<file path="src/sv/tgfr_pkg.sv">
// ----------------------------------------------------------------------------
// Tiled grid flip/rotate: shared package
// Field widths, opcodes, transform kinds and the transform control struct.
// ----------------------------------------------------------------------------
`timescale 1ns / 1ps
`default_nettype none

package tgfr_pkg;

   localparam int MAX_LOG_SIDE_DEF = 7;
   localparam int VALUE_BITS_DEF   = 16;

   localparam int OPCODE_BITS = 2;
   localparam int COORD_BITS  = 7;
   localparam int DATA_BITS   = 16;
   localparam int KIND_BITS   = 4;
   localparam int LEVEL_BITS  = 3;
   localparam int CFG_BITS    = 3;
   localparam int LG_BITS     = 4;

   localparam logic [OPCODE_BITS-1:0] OP_LOAD  = 2'd0;
   localparam logic [OPCODE_BITS-1:0] OP_READ  = 2'd1;
   localparam logic [OPCODE_BITS-1:0] OP_XFORM = 2'd2;

   localparam logic [KIND_BITS-1:0] KIND_FLIP_TB   = 4'd1;
   localparam logic [KIND_BITS-1:0] KIND_FLIP_LR   = 4'd2;
   localparam logic [KIND_BITS-1:0] KIND_ROT_CW    = 4'd3;
   localparam logic [KIND_BITS-1:0] KIND_ROT_CCW   = 4'd4;
   localparam logic [KIND_BITS-1:0] KIND_POS_TB    = 4'd5;
   localparam logic [KIND_BITS-1:0] KIND_POS_LR    = 4'd6;
   localparam logic [KIND_BITS-1:0] KIND_POS_CW    = 4'd7;
   localparam logic [KIND_BITS-1:0] KIND_POS_CCW   = 4'd8;

   localparam logic [CFG_BITS-1:0] LOG_SIDE_RESET = 3'd7;

   typedef struct packed {
      logic [KIND_BITS-1:0]  kind;
      logic [LEVEL_BITS-1:0] level;
      logic [LG_BITS-1:0]    lg;
   } xform_type;

endpackage

`default_nettype wire

</file>
<file path="src/sv/tgfr_remap.sv">
// ----------------------------------------------------------------------------
// Tiled grid flip/rotate: address remap
// Maps a source element address to its destination for one transform.
// ----------------------------------------------------------------------------
`timescale 1ns / 1ps
`default_nettype none

module tgfr_remap #(
   parameter int MAX_LOG_SIDE = tgfr_pkg::MAX_LOG_SIDE_DEF
) (
   input  logic [2*MAX_LOG_SIDE-1:0] src_addr,
   input  tgfr_pkg::xform_type       xf,
   output logic [2*MAX_LOG_SIDE-1:0] dst_addr
);
   import tgfr_pkg::*;

   localparam int CW = MAX_LOG_SIDE;

   logic [CW-1:0] r, c, side, smask, m, gap_off;
   logic [CW-1:0] i, y, j, x, dr, dc;
   logic          in_area;

   always_comb begin
      r       = src_addr[2*CW-1:CW];
      c       = src_addr[CW-1:0];
      side    = CW'(1) << xf.lg;
      smask   = side - CW'(1);
      m       = (CW'(1) << xf.level) - CW'(1);
      gap_off = side - (m + CW'(1));
      i       = r & ~m;
      y       = r & m;
      j       = c & ~m;
      x       = c & m;
      case (xf.kind)
         KIND_FLIP_TB: begin dr = i + m - y;       dc = j + x;           end
         KIND_FLIP_LR: begin dr = i + y;           dc = j + m - x;       end
         KIND_ROT_CW:  begin dr = i + x;           dc = j + m - y;       end
         KIND_ROT_CCW: begin dr = i + m - x;       dc = j + y;           end
         KIND_POS_TB:  begin dr = gap_off - i + y; dc = j + x;           end
         KIND_POS_LR:  begin dr = i + y;           dc = gap_off - j + x; end
         KIND_POS_CW:  begin dr = j + y;           dc = gap_off - i + x; end
         default:      begin dr = gap_off - j + y; dc = i + x;           end
      endcase
      in_area  = ((r & ~smask) == '0) && ((c & ~smask) == '0);
      dst_addr = in_area ? {dr & smask, dc & smask} : src_addr;
   end

endmodule

`default_nettype wire
</file>
<file path="config.mk">
export PLATFORM = sky130hd
export DESIGN_NAME = tgfr_remap
export DESIGN_NICKNAME = d
export VERILOG_FILES = /design/src/sv/tgfr_pkg.sv /design/src/sv/tgfr_remap.sv
export SDC_FILE = /design/constraint.sdc
export NUM_CORES = 1
export LEC_CHECK = 0
export ABC_AREA = 0
export BUFFER_PORTS_ARGS = -buffer_cell sky130_fd_sc_hd__buf_4
export CAP_MARGIN = 5
export CORE_ASPECT_RATIO = 1.1
export CORE_MARGIN = 3
export CORE_UTILIZATION = 40
export DETAILED_ROUTE_END_ITERATION = 12
export GPL_ROUTABILITY_DRIVEN = 1
export PLACE_DENSITY_LB_ADDON = 0.3
export SKIP_LAST_GASP = 1
export SLEW_MARGIN = 20
export SYNTH_ARGS = -nofsm -noshare
export SYNTH_HDL_FRONTEND = slang
export SYNTH_SLANG_ARGS = --single-unit
</file>
<file path="constraint.sdc">
create_clock -name vclk -period 11.6
set_input_delay 1.16 -clock vclk [all_inputs]
set_output_delay 1.16 -clock vclk [all_outputs]
set_load 0.01 [all_outputs]
</file>
==> flow_summary.json <==
{
  "fill_cell_count": 896,
  "dr.first_iter.drc_count": 394,
  "post_synth_instance_area_um2": 3500,
  "whs_endpoint": "dst_addr[5]",
  "layout-drive-gt1-share": 0.111,
  "gr-usage-all-layers": 0.253,
  "power_density_nw_per_um2": 62.0,
  "initial_utilization": 0.414,
  "design.final.nets": 623,
  "ff_latch_area_um2": 0,
  "vdd_drop_max_mv": 0.0283,
  "die_area_um2": 9900,
  "yosys_warnings": 0,
  "pin_count": 39,
  "fmaxAchievable_mhz": 140,
  "final-hold-violation-count": 0,
  "vias": 4079,
  "largest_net_degree_at_the_start_of_global_routing": 22,
  "min-delay-start": "src_addr[5]",
  "synth_cell_types": 62,
  "run_status": "finished clean",
  "initial_antenna_violation_count": 0,
  "clockPowerShare": 0,
  "clkbuf_count": 0,
  "synthTopCellsByArea": "sky130_fd_sc_hd__ha_1 (17%), sky130_fd_sc_hd__a21oi_1 (6.9%), sky130_fd_sc_hd__nand2_1 (6.9%), sky130_fd_sc_hd__xnor2_1 (6.3%), sky130_fd_sc_hd__o21ai_0 (5.2%)",
  "grt.overflow.total": 0,
  "postCtsResizedCells": 0,
  "combPwrFrac": 1.000,
  "critPathArrivalTime_ns": 5.97,
  "switchingPower_uw": 138,
  "power_frac_seq": 0,
  "post-dp-hpwl_um": 10500,
  "finalSetupTns_ns": 0,
  "critical_path_required_ns": 10.44,
  "antennaDiodeCount": 0,
  "hold_path_depth": 4,
  "final_critical_path_setup_slack_ns": 4.47,
  "grt_pass1_vias": 3895,
  "vias_per_cell": 6.25,
  "maxSlewViolCount": 0,
  "seq_cells": 0,
  "antenna_left": 0,
  "wl_per_cell_um": 19.4,
  "die_width_um": 95.1,
  "timing.setup.critical_path_class": "primary input to primary output",
  "finalSetupViolCount": 0,
  "synth_area_per_cell_um2": 6.77,
  "dpl_worst_slack_ns": 4.48,
  "swShare": 0.574,
  "rows": 35,
  "max-slew-margin-rel": 0.298,
  "ys_seq_area_frac": 0,
  "drv.max_cap_violation_count": 0,
  "placeableCoreArea_um2": 8450,
  "portBuffers": 39,
  "gp_routability_congestion": 1.03,
  "cp-start-kind": "primary input",
  "post_cts_hold_buffer_count": 0,
  "drtPass1Iterations": 5,
  "share_of_the_synthesized_area_in_the_top_cell_type": 0.168,
  "wirelength_um": 12700,
  "actual_slew_at_the_worst_max_slew_pin_ns": 1.04,
  "grt_setup_unrepaired": "no",
  "postSynthCellCount": 516,
  "drc": 0,
  "yosys.area.top_type": "sky130_fd_sc_hd__ha_1",
  "timing.final.crit_share": 0.615,
  "power_leakage_nw": 1.76,
  "timing.final.crit_period_ns": 7.13,
  "area_growth_syn_to_layout_pct": 10.6,
  "min_path_type": "primary input to primary output",
  "category_of_the_worst_setup_path_capture_point": "primary output",
  "power_report.internal_total_uw": 102,
  "cp_max_fo": 10,
  "fp.dieH_um": 104,
  "grt_first_pass_wirelength_um": 20000,
  "cts_setup_buffers": 0
}
[Yosys cell counts, types with 6 or more instances]
cell type / n
sky130_fd_sc_hd__nand2_1: 64
sky130_fd_sc_hd__a21oi_1: 48
sky130_fd_sc_hd__ha_1: 47
sky130_fd_sc_hd__nor2_1: 42
sky130_fd_sc_hd__o21ai_0: 36
sky130_fd_sc_hd__inv_1: 35
sky130_fd_sc_hd__xnor2_1: 25
sky130_fd_sc_hd__a21o_1: 22
sky130_fd_sc_hd__xor2_1: 16
sky130_fd_sc_hd__nor2b_1: 12
sky130_fd_sc_hd__clkbuf_1: 11
sky130_fd_sc_hd__a221o_1: 9
sky130_fd_sc_hd__nand2b_1: 9
sky130_fd_sc_hd__nor3_1: 9
sky130_fd_sc_hd__o211ai_1: 8
sky130_fd_sc_hd__and2_1: 7
sky130_fd_sc_hd__fa_1: 7
sky130_fd_sc_hd__o21a_1: 7
sky130_fd_sc_hd__buf_2: 6
sky130_fd_sc_hd__nand3_1: 6
[metrics by stage]
stage	hold WS, ns	util	area (µm²)	power (mW)	std cells
after floorplan	2.42	-	3510	0.168	519
after global placement	2.65	0.458	3870	0.230	653
after detailed placement	2.64	0.458	3870	0.234	653
after CTS	2.64	0.458	3870	0.235	653
after global routing	2.67	0.458	3870	0.262	653
final	2.64	0.458	3870	0.240	653
[placed cells by master, fill, tap and decap left out, types with 16 or more instances in the layout]
master / synthesis / final
sky130_fd_sc_hd__nand2_1: 64 / 64
sky130_fd_sc_hd__a21oi_1: 48 / 48
sky130_fd_sc_hd__ha_1: 47 / 47
sky130_fd_sc_hd__buf_4: 1 / 43
sky130_fd_sc_hd__nor2_1: 42 / 42
sky130_fd_sc_hd__o21ai_0: 36 / 36
sky130_fd_sc_hd__inv_1: 35 / 35
sky130_fd_sc_hd__xnor2_1: 25 / 25
sky130_fd_sc_hd__a21o_1: 22 / 22
sky130_fd_sc_hd__xor2_1: 16 / 16
[worst max path at each step]
stage,startpoint,to,slack (ns),cells after the start
2_1_floorplan,xf[5],dst_addr[6],4.91,20
3_3_place_gp,xf[1],dst_addr[6],4.64,19
3_5_place_dp,xf[1],dst_addr[6],4.48,19
4_1_cts,xf[1],dst_addr[6],4.48,19
5_1_grt,xf[2],dst_addr[6],4.21,22
6_report,xf[1],dst_addr[6],4.47,19
[layout make-up]
type / count / area (µm²) / area share
Multi-Input combinational cell: 463 / 3270 / 0.846
Tap cell: 111 / 139 / 0.0359
Timing Repair Buffer: 43 / 323 / 0.0835
Inverter: 36 / 135 / 0.0349
[logic make-up after synthesis]
kind of cell	count (synthesis)	share of synthesized area
AOI/OAI and AO/OA	183	0.358
xor gates and xnor gates	41	0.103
adders and majority gates	54	0.208
buffers and inverters	56	0.0676
muxes	4	0.0118
other	1	0.00107
and+or+nand+nor	177	0.250
[worst max-delay path: stages]
cell                       delay [ns]
sky130_fd_sc_hd__buf_4           0.14
sky130_fd_sc_hd__nor4_1          0.66
sky130_fd_sc_hd__ha_1            0.31
sky130_fd_sc_hd__fa_1            0.47
sky130_fd_sc_hd__ha_1            0.31
sky130_fd_sc_hd__nor2b_1         0.13
sky130_fd_sc_hd__o21ai_0         0.15
sky130_fd_sc_hd__nand2b_1        0.11
sky130_fd_sc_hd__a21o_1          0.19
sky130_fd_sc_hd__a21oi_1         0.19
sky130_fd_sc_hd__xnor2_1         0.11
sky130_fd_sc_hd__a221o_1         0.37
sky130_fd_sc_hd__ha_1            0.30
sky130_fd_sc_hd__o21a_1          0.15
sky130_fd_sc_hd__or4_1           0.47
sky130_fd_sc_hd__a211oi_1        0.26
sky130_fd_sc_hd__nor2_1          0.08
sky130_fd_sc_hd__a41oi_1         0.25
sky130_fd_sc_hd__buf_4           0.16
[per-layer routing]
layer	track usage	vias to the layer above	wire (µm)
met1	0.339	1904	5240
met5	0	-	0
li1	-	1941	-
met3	0.0210	45	870
met4	0.0959	0	520
met2	0.414	189	6020
[power groups by stage]
stage	registers (mW)	logic [mW]	clock network [mW]
after global routing	0	0.262	0
final	0	0.240	0
after global placement	0	0.230	0
after floorplan	0	0.168	0
after CTS	0	0.235	0
after detailed placement	0	0.234	0
Power figures use the tool's default switching activity.
